[src/rtl/dbft_pkg.sv]
`timescale 1ns / 1ps

package dbft_pkg;

  localparam int unsigned NumButtons = 3;
  localparam int unsigned FreqW      = 28;
  localparam int unsigned StepW      = 20;
  localparam int unsigned MsW        = 16;
  localparam int unsigned InTimeW    = 32;
  localparam int unsigned DataW      = 32;
  localparam int unsigned AddrW      = 5;
  localparam int unsigned IdxW       = 3;

  localparam int unsigned BtnMode = 0;
  localparam int unsigned BtnDown = 1;
  localparam int unsigned BtnUp   = 2;

  typedef enum logic [IdxW-1:0] {
    RegMinFreq     = 3'd0,
    RegMaxFreq     = 3'd1,
    RegNormalStep  = 3'd2,
    RegFineStep    = 3'd3,
    RegDebounce    = 3'd4,
    RegRepeatDelay = 3'd5,
    RegRepeatRate  = 3'd6
  } reg_idx_e;

  localparam logic [FreqW-1:0] MinFreqRst     = 28'd7000000;
  localparam logic [FreqW-1:0] MaxFreqRst     = 28'd7030000;
  localparam logic [StepW-1:0] NormalStepRst  = 20'd1000;
  localparam logic [StepW-1:0] FineStepRst    = 20'd100;
  localparam logic [MsW-1:0]   DebounceRst    = 16'd30;
  localparam logic [MsW-1:0]   RepeatDelayRst = 16'd1000;
  localparam logic [MsW-1:0]   RepeatRateRst  = 16'd150;
  localparam logic [FreqW-1:0] FreqRst        = 28'd7015000;

  typedef struct packed {
    logic [FreqW-1:0] min_freq;
    logic [FreqW-1:0] max_freq;
    logic [StepW-1:0] normal_step;
    logic [StepW-1:0] fine_step;
    logic [MsW-1:0]   debounce_ms;
    logic [MsW-1:0]   repeat_delay_ms;
    logic [MsW-1:0]   repeat_rate_ms;
  } cfg_t;

  typedef struct packed {
    logic press;
    logic rel;
    logic rpt;
  } btn_ev_t;

  typedef struct packed {
    logic [FreqW-1:0] freq;
    logic             changed;
    logic             fine;
  } tune_res_t;

endpackage

[src/rtl/dbft_if.sv]
`timescale 1ns / 1ps

interface dbft_in_if;
  logic                              valid;
  logic                              ready;
  logic [dbft_pkg::InTimeW-1:0]      time_ms;
  logic                              key_level;
  logic                              mode_button;
  logic                              down_button;
  logic                              up_button;

  modport source (
    output valid, time_ms, key_level, mode_button, down_button, up_button,
    input  ready
  );
  modport sink (
    input  valid, time_ms, key_level, mode_button, down_button, up_button,
    output ready
  );
endinterface

interface dbft_out_if;
  logic                          valid;
  logic                          ready;
  logic [dbft_pkg::FreqW-1:0]    freq_hz;
  logic                          freq_changed;
  logic                          fine_mode;
  logic                          tx_enable;
  logic [dbft_pkg::NumButtons-1:0] pressed_mask;
  logic [dbft_pkg::NumButtons-1:0] released_mask;
  logic [dbft_pkg::NumButtons-1:0] repeat_mask;

  modport source (
    output valid, freq_hz, freq_changed, fine_mode, tx_enable,
           pressed_mask, released_mask, repeat_mask,
    input  ready
  );
  modport sink (
    input  valid, freq_hz, freq_changed, fine_mode, tx_enable,
           pressed_mask, released_mask, repeat_mask,
    output ready
  );
endinterface

[src/rtl/dbft_cfg_regs.sv]
`timescale 1ns / 1ps

module dbft_cfg_regs (
  input  logic                          clk_i,
  input  logic                          rst_ni,
  input  logic                          psel,
  input  logic                          penable,
  input  logic                          pwrite,
  input  logic [dbft_pkg::AddrW-1:0]    paddr,
  input  logic [dbft_pkg::DataW-1:0]    pwdata,
  output logic [dbft_pkg::DataW-1:0]    prdata,
  output logic                          pready,
  output dbft_pkg::cfg_t                cfg_o
);

  dbft_pkg::cfg_t     cfg_q;
  dbft_pkg::cfg_t     cfg_d;
  dbft_pkg::reg_idx_e idx;
  logic               wr_en;

  assign pready = 1'b1;
  assign wr_en  = psel && penable && pwrite;
  assign idx    = dbft_pkg::reg_idx_e'(paddr[dbft_pkg::AddrW-1:2]);
  assign cfg_o  = cfg_q;

  always_comb begin
    cfg_d = cfg_q;
    if (wr_en) begin
      unique case (idx)
        dbft_pkg::RegMinFreq:     cfg_d.min_freq        = pwdata[dbft_pkg::FreqW-1:0];
        dbft_pkg::RegMaxFreq:     cfg_d.max_freq        = pwdata[dbft_pkg::FreqW-1:0];
        dbft_pkg::RegNormalStep:  cfg_d.normal_step     = pwdata[dbft_pkg::StepW-1:0];
        dbft_pkg::RegFineStep:    cfg_d.fine_step       = pwdata[dbft_pkg::StepW-1:0];
        dbft_pkg::RegDebounce:    cfg_d.debounce_ms     = pwdata[dbft_pkg::MsW-1:0];
        dbft_pkg::RegRepeatDelay: cfg_d.repeat_delay_ms = pwdata[dbft_pkg::MsW-1:0];
        dbft_pkg::RegRepeatRate:  cfg_d.repeat_rate_ms  = pwdata[dbft_pkg::MsW-1:0];
        default: ;
      endcase
    end
  end

  always_comb begin
    unique case (idx)
      dbft_pkg::RegMinFreq:     prdata = dbft_pkg::DataW'(cfg_q.min_freq);
      dbft_pkg::RegMaxFreq:     prdata = dbft_pkg::DataW'(cfg_q.max_freq);
      dbft_pkg::RegNormalStep:  prdata = dbft_pkg::DataW'(cfg_q.normal_step);
      dbft_pkg::RegFineStep:    prdata = dbft_pkg::DataW'(cfg_q.fine_step);
      dbft_pkg::RegDebounce:    prdata = dbft_pkg::DataW'(cfg_q.debounce_ms);
      dbft_pkg::RegRepeatDelay: prdata = dbft_pkg::DataW'(cfg_q.repeat_delay_ms);
      dbft_pkg::RegRepeatRate:  prdata = dbft_pkg::DataW'(cfg_q.repeat_rate_ms);
      default:                  prdata = '0;
    endcase
  end

  always_ff @(posedge clk_i or negedge rst_ni) begin
    if (!rst_ni) begin
      cfg_q.min_freq        <= dbft_pkg::MinFreqRst;
      cfg_q.max_freq        <= dbft_pkg::MaxFreqRst;
      cfg_q.normal_step     <= dbft_pkg::NormalStepRst;
      cfg_q.fine_step       <= dbft_pkg::FineStepRst;
      cfg_q.debounce_ms     <= dbft_pkg::DebounceRst;
      cfg_q.repeat_delay_ms <= dbft_pkg::RepeatDelayRst;
      cfg_q.repeat_rate_ms  <= dbft_pkg::RepeatRateRst;
    end else begin
      cfg_q <= cfg_d;
    end
  end

endmodule

[src/rtl/dbft_debounce.sv]
`timescale 1ns / 1ps

module dbft_debounce #(
  parameter int unsigned TIME_WIDTH = 32
) (
  input  logic                        clk_i,
  input  logic                        rst_ni,
  input  logic                        adv_i,
  input  logic [TIME_WIDTH-1:0]       now_i,
  input  logic                        level_i,
  input  logic [dbft_pkg::MsW-1:0]    debounce_ms_i,
  input  logic [dbft_pkg::MsW-1:0]    repeat_delay_ms_i,
  input  logic [dbft_pkg::MsW-1:0]    repeat_rate_ms_i,
  output dbft_pkg::btn_ev_t           ev_o
);

  logic                  last_q, last_d;
  logic                  stable_q, stable_d;
  logic [TIME_WIDTH-1:0] change_q, change_d;
  logic [TIME_WIDTH-1:0] press_q, press_d;
  logic [TIME_WIDTH-1:0] rpt_q, rpt_d;
  logic                  accept;
  logic                  rpt;

  always_comb begin
    last_d   = level_i;
    change_d = (level_i != last_q) ? now_i : change_q;
    accept   = (level_i != stable_q) &&
               ((now_i - change_d) >= TIME_WIDTH'(debounce_ms_i));
    stable_d = accept ? level_i : stable_q;
    press_d  = (accept && !level_i) ? now_i : press_q;
    rpt     = !stable_d &&
               ((now_i - press_d) >= TIME_WIDTH'(repeat_delay_ms_i)) &&
               ((now_i - ((accept && !level_i) ? now_i : rpt_q)) >=
                TIME_WIDTH'(repeat_rate_ms_i));
    rpt_d    = (rpt || (accept && !level_i)) ? now_i : rpt_q;
    ev_o.press = accept && !level_i;
    ev_o.rel   = accept && level_i;
    ev_o.rpt   = rpt;
  end

  always_ff @(posedge clk_i or negedge rst_ni) begin
    if (!rst_ni) begin
      last_q   <= 1'b1;
      stable_q <= 1'b1;
      change_q <= '0;
      press_q  <= '0;
      rpt_q    <= '0;
    end else if (adv_i) begin
      last_q   <= last_d;
      stable_q <= stable_d;
      change_q <= change_d;
      press_q  <= press_d;
      rpt_q    <= rpt_d;
    end
  end

endmodule

[src/rtl/dbft_tune.sv]
`timescale 1ns / 1ps

module dbft_tune (
  input  logic                            clk_i,
  input  logic                            rst_ni,
  input  logic                            adv_i,
  input  logic [dbft_pkg::NumButtons-1:0] press_i,
  input  logic [dbft_pkg::NumButtons-1:0] rpt_i,
  input  dbft_pkg::cfg_t                  cfg_i,
  output dbft_pkg::tune_res_t             res_o
);

  logic [dbft_pkg::FreqW-1:0] freq_q, freq_d;
  logic                       fine_q, fine_d;
  logic [dbft_pkg::StepW-1:0] step;
  logic [dbft_pkg::FreqW:0]   down_lim;
  logic [dbft_pkg::FreqW:0]   up_sum;
  logic [dbft_pkg::FreqW-1:0] f_down;
  logic                       do_down, do_up;

  always_comb begin
    fine_d   = fine_q ^ press_i[dbft_pkg::BtnMode];
    step     = fine_d ? cfg_i.fine_step : cfg_i.normal_step;
    do_down  = press_i[dbft_pkg::BtnDown] || rpt_i[dbft_pkg::BtnDown];
    do_up    = press_i[dbft_pkg::BtnUp] || rpt_i[dbft_pkg::BtnUp];
    down_lim = {1'b0, cfg_i.min_freq} + (dbft_pkg::FreqW+1)'(step);
    f_down   = freq_q;
    if (do_down) begin
      f_down = ({1'b0, freq_q} >= down_lim)
             ? freq_q - dbft_pkg::FreqW'(step) : cfg_i.min_freq;
    end
    up_sum = {1'b0, f_down} + (dbft_pkg::FreqW+1)'(step);
    freq_d = f_down;
    if (do_up) begin
      freq_d = (up_sum <= {1'b0, cfg_i.max_freq})
             ? up_sum[dbft_pkg::FreqW-1:0] : cfg_i.max_freq;
    end
    res_o.freq    = freq_d;
    res_o.changed = freq_d != freq_q;
    res_o.fine    = fine_d;
  end

  always_ff @(posedge clk_i or negedge rst_ni) begin
    if (!rst_ni) begin
      freq_q <= dbft_pkg::FreqRst;
      fine_q <= 1'b0;
    end else if (adv_i) begin
      freq_q <= freq_d;
      fine_q <= fine_d;
    end
  end

endmodule

[src/rtl/debounced_button_frequency_tuner.sv]
`timescale 1ns / 1ps
// An accepted sample waits in the input register until the output register is free.
// Throughput: one sample per cycle while out_o.ready holds; the button and frequency
// state update in the same cycle the sample leaves the input register.
// Reset (rst_ni, async, active low): pipeline empty, registers at defaults,
// buttons released with zero times, frequency 7015000 Hz, normal step.

module debounced_button_frequency_tuner #(
  parameter int unsigned TIME_WIDTH = 32
) (
  input  logic                       clk_i,
  input  logic                       rst_ni,
  dbft_in_if.sink                    in_i,
  dbft_out_if.source                 out_o,
  input  logic                       psel,
  input  logic                       penable,
  input  logic                       pwrite,
  input  logic [dbft_pkg::AddrW-1:0] paddr,
  input  logic [dbft_pkg::DataW-1:0] pwdata,
  output logic [dbft_pkg::DataW-1:0] prdata,
  output logic                       pready
);

  dbft_pkg::cfg_t                  cfg;
  dbft_pkg::btn_ev_t               ev [dbft_pkg::NumButtons];
  dbft_pkg::tune_res_t             res;
  logic [dbft_pkg::NumButtons-1:0] pm, rm, xm;

  logic                            s1_valid_q, s1_valid_d;
  logic [TIME_WIDTH-1:0]           s1_time_q;
  logic                            s1_key_q;
  logic [dbft_pkg::NumButtons-1:0] s1_btn_q;
  logic                            out_valid_q, out_valid_d;
  logic                            adv, in_hs;

  assign adv        = s1_valid_q && (!out_valid_q || out_o.ready);
  assign in_i.ready = !s1_valid_q || adv;
  assign in_hs      = in_i.valid && in_i.ready;

  always_comb begin
    s1_valid_d  = in_hs ? 1'b1 : (adv ? 1'b0 : s1_valid_q);
    out_valid_d = adv ? 1'b1 : (out_o.ready ? 1'b0 : out_valid_q);
  end

  always_ff @(posedge clk_i or negedge rst_ni) begin
    if (!rst_ni) begin
      s1_valid_q  <= 1'b0;
      out_valid_q <= 1'b0;
    end else begin
      s1_valid_q  <= s1_valid_d;
      out_valid_q <= out_valid_d;
    end
  end

  always_ff @(posedge clk_i) begin
    if (in_hs) begin
      s1_time_q                   <= in_i.time_ms[TIME_WIDTH-1:0];
      s1_key_q                    <= in_i.key_level;
      s1_btn_q[dbft_pkg::BtnMode] <= in_i.mode_button;
      s1_btn_q[dbft_pkg::BtnDown] <= in_i.down_button;
      s1_btn_q[dbft_pkg::BtnUp]   <= in_i.up_button;
    end
  end

  dbft_cfg_regs u_cfg (
    .clk_i   (clk_i),
    .rst_ni  (rst_ni),
    .psel    (psel),
    .penable (penable),
    .pwrite  (pwrite),
    .paddr   (paddr),
    .pwdata  (pwdata),
    .prdata  (prdata),
    .pready  (pready),
    .cfg_o   (cfg)
  );

  for (genvar b = 0; b < dbft_pkg::NumButtons; b++) begin : g_btn
    dbft_debounce #(
      .TIME_WIDTH (TIME_WIDTH)
    ) u_deb (
      .clk_i             (clk_i),
      .rst_ni            (rst_ni),
      .adv_i             (adv),
      .now_i             (s1_time_q),
      .level_i           (s1_btn_q[b]),
      .debounce_ms_i     (cfg.debounce_ms),
      .repeat_delay_ms_i (cfg.repeat_delay_ms),
      .repeat_rate_ms_i  (cfg.repeat_rate_ms),
      .ev_o              (ev[b])
    );
    assign pm[b] = ev[b].press;
    assign rm[b] = ev[b].rel;
    assign xm[b] = ev[b].rpt;
  end

  dbft_tune u_tune (
    .clk_i   (clk_i),
    .rst_ni  (rst_ni),
    .adv_i   (adv),
    .press_i (pm),
    .rpt_i   (xm),
    .cfg_i   (cfg),
    .res_o   (res)
  );

  always_ff @(posedge clk_i) begin
    if (adv) begin
      out_o.freq_hz       <= res.freq;
      out_o.freq_changed  <= res.changed;
      out_o.fine_mode     <= res.fine;
      out_o.tx_enable     <= !s1_key_q;
      out_o.pressed_mask  <= pm;
      out_o.released_mask <= rm;
      out_o.repeat_mask   <= xm;
    end
  end

  assign out_o.valid = out_valid_q;

endmodule

[src/flat_wrapper.sv]
// flat-port wrapper written by rule: the top's interface ports become plain ports
module debounced_button_frequency_tuner_flat 
#(
  parameter int unsigned TIME_WIDTH = 32
)
  (clk_i, rst_ni, psel, penable, pwrite, paddr, pwdata, prdata, pready, in_i_valid, in_i_time_ms, in_i_key_level, in_i_mode_button, in_i_down_button, in_i_up_button, in_i_ready, out_o_valid, out_o_freq_hz, out_o_freq_changed, out_o_fine_mode, out_o_tx_enable, out_o_pressed_mask, out_o_released_mask, out_o_repeat_mask, out_o_ready);
  dbft_in_if in_i_i ();
  dbft_out_if out_o_i ();
  input  logic clk_i;
  input  logic rst_ni;
  input  logic psel;
  input  logic penable;
  input  logic pwrite;
  input  logic [dbft_pkg::AddrW-1:0] paddr;
  input  logic [dbft_pkg::DataW-1:0] pwdata;
  output logic [dbft_pkg::DataW-1:0] prdata;
  output logic pready;
  input wire logic [$bits(in_i_i.valid)-1:0] in_i_valid;
  input wire logic [$bits(in_i_i.time_ms)-1:0] in_i_time_ms;
  input wire logic [$bits(in_i_i.key_level)-1:0] in_i_key_level;
  input wire logic [$bits(in_i_i.mode_button)-1:0] in_i_mode_button;
  input wire logic [$bits(in_i_i.down_button)-1:0] in_i_down_button;
  input wire logic [$bits(in_i_i.up_button)-1:0] in_i_up_button;
  output wire logic [$bits(in_i_i.ready)-1:0] in_i_ready;
  output wire logic [$bits(out_o_i.valid)-1:0] out_o_valid;
  output wire logic [$bits(out_o_i.freq_hz)-1:0] out_o_freq_hz;
  output wire logic [$bits(out_o_i.freq_changed)-1:0] out_o_freq_changed;
  output wire logic [$bits(out_o_i.fine_mode)-1:0] out_o_fine_mode;
  output wire logic [$bits(out_o_i.tx_enable)-1:0] out_o_tx_enable;
  output wire logic [$bits(out_o_i.pressed_mask)-1:0] out_o_pressed_mask;
  output wire logic [$bits(out_o_i.released_mask)-1:0] out_o_released_mask;
  output wire logic [$bits(out_o_i.repeat_mask)-1:0] out_o_repeat_mask;
  input wire logic [$bits(out_o_i.ready)-1:0] out_o_ready;
  assign in_i_i.valid = in_i_valid;
  assign in_i_i.time_ms = in_i_time_ms;
  assign in_i_i.key_level = in_i_key_level;
  assign in_i_i.mode_button = in_i_mode_button;
  assign in_i_i.down_button = in_i_down_button;
  assign in_i_i.up_button = in_i_up_button;
  assign in_i_ready = in_i_i.ready;
  assign out_o_valid = out_o_i.valid;
  assign out_o_freq_hz = out_o_i.freq_hz;
  assign out_o_freq_changed = out_o_i.freq_changed;
  assign out_o_fine_mode = out_o_i.fine_mode;
  assign out_o_tx_enable = out_o_i.tx_enable;
  assign out_o_pressed_mask = out_o_i.pressed_mask;
  assign out_o_released_mask = out_o_i.released_mask;
  assign out_o_repeat_mask = out_o_i.repeat_mask;
  assign out_o_i.ready = out_o_ready;
  debounced_button_frequency_tuner #(.TIME_WIDTH(TIME_WIDTH)) u_core (.clk_i(clk_i), .rst_ni(rst_ni), .in_i(in_i_i), .out_o(out_o_i), .psel(psel), .penable(penable), .pwrite(pwrite), .paddr(paddr), .pwdata(pwdata), .prdata(prdata), .pready(pready));
endmodule
[config.mk]
export PLATFORM = sky130hd
export DESIGN_NAME = debounced_button_frequency_tuner_flat
export DESIGN_NICKNAME = d
export VERILOG_FILES = /design/src/rtl/dbft_pkg.sv /design/src/rtl/dbft_if.sv /design/src/rtl/dbft_cfg_regs.sv /design/src/rtl/dbft_debounce.sv /design/src/rtl/dbft_tune.sv /design/src/rtl/debounced_button_frequency_tuner.sv /design/src/flat_wrapper.sv
export SDC_FILE = /design/constraint.sdc
export NUM_CORES = 2
export LEC_CHECK = 0
export ABC_CLOCK_PERIOD_IN_PS = 35900
export BUFFER_PORTS_ARGS = -buffer_cell sky130_fd_sc_hd__buf_4
export CAP_MARGIN = 30
export CELL_PAD_IN_SITES_DETAIL_PLACEMENT = 2
export CELL_PAD_IN_SITES_GLOBAL_PLACEMENT = 2
export CORE_MARGIN = 5
export CORE_UTILIZATION = 43
export DETAILED_ROUTE_END_ITERATION = 12
export PLACE_DENSITY_LB_ADDON = 0.1
export SLEW_MARGIN = 5
export SYNTH_ARGS = -nofsm -noshare
export SYNTH_HDL_FRONTEND = slang
export SYNTH_HIERARCHICAL = 1
export SYNTH_SLANG_ARGS = --single-unit
[constraint.sdc]
create_clock -name clk_i -period 35.9 [get_ports clk_i]
set_input_delay 5.385 -clock clk_i [delete_from_list [all_inputs] [get_ports clk_i]]
set_output_delay 5.385 -clock clk_i [all_outputs]
set_load 0.02 [all_outputs]
# Word level (Yosys, flattened, before mapping)
# Index checks and enable logic that the tools add are counted.
# totals
input_bits,80
out_inout_bits,75
elab_cells,141
regBits,545
# classes
order_cmp,11
bitwise,1
n_reduce_logical,46
n_eq_ne,13
add_sub_neg,12
muxes,22
# ops
operator,n
>= comparator 32 x 16 -> 1 bit,9
two-way mux 32 bit,9
subtractor 32 bit,9
one-hot mux 28 bit (7 select lines),1
two-way mux 28 bit,4
adder 28 x 20 -> 29 bit,2
>= comparator 28 x 29 -> 1 bit,1
less-or-equal comparator 29 x 28 -> 1 bit,1
!= test 28 bit,1
subtractor 28 x 20 -> 28 bit,1
two-way mux 20 bit,1
AND reduction 2 bit,10
logical AND 1 bit,19
equality test 3 bit (second input constant),3
zero test 1 bit,9
two-way mux 1 bit,7
equality test 3 x 2 -> 1 bit (second input constant),2
!= test 1 bit,6
logical OR 1 bit,5
nonzero test 2 bit,2
equality test 3 x 1 -> 1 bit (second input constant),1
zero test 3 bit,1
XOR 1 bit,1

# Depth between registers and ports, before layout
# logic_depth
word_depth,18
mapped_depth,93
mapped_depth_nobuf,83

# Modules after synthesis
# Netlist, hierarchy kept.
# modules_own_cells
mod,instances,cells_per_inst,area_each_um2
dbft_debounce at u_core.g_btn[2].u_deb,1,1776,13106.3
dbft_debounce at u_core.g_btn[1].u_deb,1,1664,12832.3
dbft_debounce at u_core.g_btn[0].u_deb,1,1603,12602.1
dbft_tune,1,1046,7901.3
dbft_cfg_regs,1,477,6882.9
debounced_button_frequency_tuner,1,85,2389.8

# Worst setup path after synthesis
# No wires, ideal clock.
# synth_path
kind,reg2reg
startpoint,reg u_core/s1_btn_q[1] (netlist bit)
endpoint,"reg u_core.out_o.freq_changed, data pin"
required_ns,35.637
n_path_buf,13
arrival_ns,18.612
slack_ns,17.025
path_stages_with_launch,86
path_cell_list,edfxtp_1 > buf_4 > xnor2_2 > clkbuf_1 > clkbuf_1 > clkbuf_1 > mux2i_1 > ha_1 > a21oi_1 > o41ai_1 > or4_1 > o21ai_0 > xnor2_1 > ha_1 > a21oi_1 > nand2_1 > a2bb2oi_2 > or4b_1 > [50 not listed] > a211oi_1 > o41ai_4 > o2111a_1 > xor2_1 > ha_1 > nand4_1 > nor3b_1 > nand3_1 > nor4_1 > o21ai_0 > o21a_1 > a41oi_4 > mux2i_1 > o21ai_1 > xor2_1 > or4_1 > nor4_1 > nand2_1
# synth_lines
element,line_no,source
"start, declared",debounced_button_frequency_tuner.sv:32,logic [dbft_pkg::NumButtons-1:0] s1_btn_q;
"start signal, assigned by index",debounced_button_frequency_tuner.sv:59,s1_btn_q[dbft_pkg::BtnMode] <= in_i.mode_button;
"start signal, assigned by index",debounced_button_frequency_tuner.sv:60,s1_btn_q[dbft_pkg::BtnDown] <= in_i.down_button;
"start signal, assigned by index",debounced_button_frequency_tuner.sv:61,s1_btn_q[dbft_pkg::BtnUp] <= in_i.up_button;
"end signal, assigned",debounced_button_frequency_tuner.sv:110,out_o.freq_changed <= res.changed;
"end, declared",dbft_if.sv:34,"output valid, freq_hz, freq_changed, fine_mode, tx_enable,"

==> summary.txt <==
Placed design
  – DP Area: 58,240 sq um
  – RePlAce Congestion: 0.9067
  – Half-perimeter wire length after placement: 174,900 um
  – Port Buffer Count: 143

Floorplanning
  – Die height: 370.0 um
  – Starting Density: 0.4314
  – DIE AREA: 136,900 sq um
  – Rows: 132
  – Die width: 370.0 um
  – I/O pins: 155
  – Core area: 129,200 sq um

Worst setup path
  – Slowest stage delay, CP: 0.95 ns
  – Worst R2R End: u_core/out_o.freq_changed
  – CP Launch Type: flip-flop
  – Worst setup path category: reg2reg
  – R2R Setup Slk: 11.14 ns
  – Crit Path Max Fanout: 46
  – CP max-delay cell: edfxtp_1
  – Worst endpoint data arrival time: 25.19 ns
  – Worst R2R Start: u_core/s1_btn_q[0]
  – CP dominant cell by count: ha_1
  – FF-to-FF path depth: 84
  – CP Capture Type: flip-flop
  – Worst EP required: 36.33 ns

CTS
  – Clock sinks: 545
  – Clock slew seen by the registers of the worst setup and hold paths: 0.06 ns
  – Post-CTS setup buffers: 0
  – Hold_buf cts: 0
  – H-tree lvl count: 3
  – Clk_lat worst skew: 0.73 ns
  – Resized cells post-CTS: 0
  – Total clock buffers created by CTS: 76
  – TritonCTS clock tree: built
  – CTS Root Cell: clkbuf_16
  – Maximum buffer depth of the clock tree: 3

Hold path
  – Worst Hold Depth: 2
  – Hold_sp: u_core/g_btn[1].u_deb/rpt_q[21]
  – Hold Path Sink: u_core/g_btn[1].u_deb/rpt_q[21]
  – Hold crit path type: reg2reg

Timing
  – Number of max-slew violations in the final report: 0
  – RSZ-0062 raised after global routing: no
  – Slew margin rel.: 0.3379
  – Fin crit share: 0.6896
  – Max Freq: 0.04039 GHz
  – Setup_tns: 0 ns
  – Fin crit period: 24.76 ns
  – Endpoints failing setup: 0
  – Clk_skew: 0.06425 ns
  – Worst-margin pin slew: 0.9841 ns
  – Final Hold Fails: 0

Drt
  – Total number of vias: 55,070
  – Iteration-0 DRC count of the detailed router: 3,484
  – Drt total wl: 244,900 um
  – Avg WL per Cell: 28.91 um
  – DRC viols: 0
  – Via density: 6.503
  – Final ANT Viol Nets: 0
  – 1st-pass router iterations: 5

Synth
  – Top_reg_cell synth: dfrtp_1
  – Synth Area in Compound Gates: 0.2495
  – Post-synthesis xor/xnor area fraction: 0.04458
  – Asr flop ratio synth: 0.8606
  – Synth Area in Adders: 0.1217
  – #FFs+latches synth: 545
  – EDFF count, synth: 76
  – Simple-Gate Fraction of Synth Area: 0.1859
  – Syn_area_per_cell: 8.377 sq um
  – Sequential share of the synthesized area: 0.2530
  – YS warnings: 6
  – Multiplexer area fraction after synthesis: 0.09046
  – Combinational family with the most area after synthesis: compound AO/OA/AOI/OAI gates
  – Syn Inst Count: 6,651
  – Post-synth top area cell: dfrtp_1
  – Post-synth top area share: 0.1828
  – Synth Cell Area: 55,710 sq um
  – Count of cell types in the netlist: 160
  – Synth top area cells: dfrtp_1, ha_1, a21oi_1

Global routing
  – First-pass GRT wire length: 365,100 um
  – Vias in the first global route: 59,740
  – Initial antenna violation count: 17
  – Aggregate global routing overflow: 0
  – Total GRT Usage: 0.3409
  – Largest net degree at the start of global routing: 137

Finish
  – Final Core Density: 0.4724
  – Fin area: 61,010 sq um
  – Layout area overhead: 9.513%
  – Layout Nets: 7,241
  – Fillers: 14,330
  – Share of cells above drive strength 1: 0.1275

Power
  – Worst vdd ir: 0.07045 mV
  – Total power: 0.005491 W
  – PwrDens: 89.99 nW/um^2
  – Static leakage: 26.39 nW

Job
  – Max cap viols: 0

Outcome
  – Outcome: finished clean
[sequential cells by signal, indices dropped and copies added (netlist names), 28 cells and up]
name / cells
u_core/out_o.freq_hz: 28
u_core/g_btn.u_deb/press_q: 96
u_core/u_tune/freq_q: 28
u_core/g_btn.u_deb/rpt_q: 96
u_core/u_cfg/cfg_o: 144
u_core/s1_time_q: 32
u_core/g_btn.u_deb/change_q: 96
[report_power, final]
group / switching (W) / internal (W)
Clock: 0.000342 / 0.000484
Combinational: 0.00227 / 0.00136
Sequential: 0.000204 / 0.000832
[logic make-up (layout without fill, tap and decap cells)]
kind of cell	Yosys count	after routing
AOI/OAI and AO/OA	2042	2042
muxes	461	461
DFF	545	545
adders and majority gates	543	543
other	2	17
xor gates and xnor gates	278	278
buffers and inverters	695	756
and+or+nand+nor	2085	2085
[critical path, delay by kind of cell (launching register included)]
family | cells | cell delay (ns)
AOI/OAI and AO/OA | 37 | 10.26
xor gates and xnor gates | 5 | 0.97
adders and majority gates | 8 | 2.47
buffers and inverters | 8 | 2.43
DFF | 1 | 0.95
muxes | 2 | 0.73
and+or+nand+nor | 24 | 6.49
[placed cells by master, fill, tap and decap left out, types with 143 or more instances in the layout]
master | Yosys | layout
nand2_1 | 518 | 518
mux2_2 | 218 | 218
a21o_1 | 143 | 143
xnor2_1 | 175 | 175
o21ai_0 | 313 | 313
ha_1 | 500 | 500
a21oi_1 | 608 | 608
mux2i_1 | 217 | 217
nand3_1 | 190 | 190
nor2_1 | 560 | 555
inv_1 | 361 | 361
dfrtp_1 | 407 | 407
buf_4 | 37 | 239
[cells in the mapped netlist, types with 78 or more instances]
master and count:
a21o_1 143, a21oi_1 608, a31oi_1 82, and2_1 92, clkbuf_1 206, dfrtp_1 407
ha_1 500, inv_1 361, mux2_2 218, mux2i_1 217, nand2_1 518, nand2b_1 109
nand3_1 190, nand4_1 78, nor2_1 560, nor2b_1 90, nor3_1 113, o21a_1 79
o21ai_0 313, xnor2_1 175, xor2_1 98
[through the flow]
stage | hold slack, ns | std cells | worst slack [ns]
2_1_floorplan | 0.4636 | 6654 | 17.03
3_3_place_gp | 0.4773 | 8307 | 12.60
3_5_place_dp | 0.4878 | 8310 | 11.83
4_1_cts | 0.5022 | 8451 | 11.55
5_1_grt | 0.5306 | 8457 | 9.920
6_report | 0.4956 | 8469 | 11.14
[cell type report]
class | count | area, sq um | area share
antenna | 12 | 30.03 | 0.0004922
clock buffer | 98 | 2034 | 0.03334
timing repair buffer | 250 | 2014 | 0.03302
multi-input combinational | 5414 | 38710 | 0.6344
inverter | 365 | 1373 | 0.02250
tap | 1742 | 2180 | 0.03572
clock inverter | 43 | 580.6 | 0.009515
sequential | 545 | 14100 | 0.2310
[worst max-delay path by stage]
stage | start | endpoint | slack, ns | depth (start not counted)
floorplan | u_core/s1_btn_q[1] | u_core/out_o.freq_changed | 17.03 | 85
global placement | u_core/s1_btn_q[1] | u_core/out_o.freq_changed | 12.60 | 82
detailed placement | u_core/s1_btn_q[1] | u_core/out_o.freq_changed | 11.83 | 82
CTS | u_core/s1_btn_q[1] | u_core/out_o.freq_changed | 11.55 | 83
global route | u_core/s1_btn_q[1] | u_core/out_o.freq_changed | 9.92 | 82
finish | u_core/s1_btn_q[0] | u_core/out_o.freq_changed | 11.14 | 84
[metal layers]
metal	part of all wire	track usage	vias up
li1	-	-	24660
met4	0.049	0.1520	6
met3	0.056	0.06107	495
met2	0.47	0.5778	1501
met1	0.42	0.4240	28400
met5	0.00015	0	-
No activity file was read; power rests on OpenSTA's default activity.
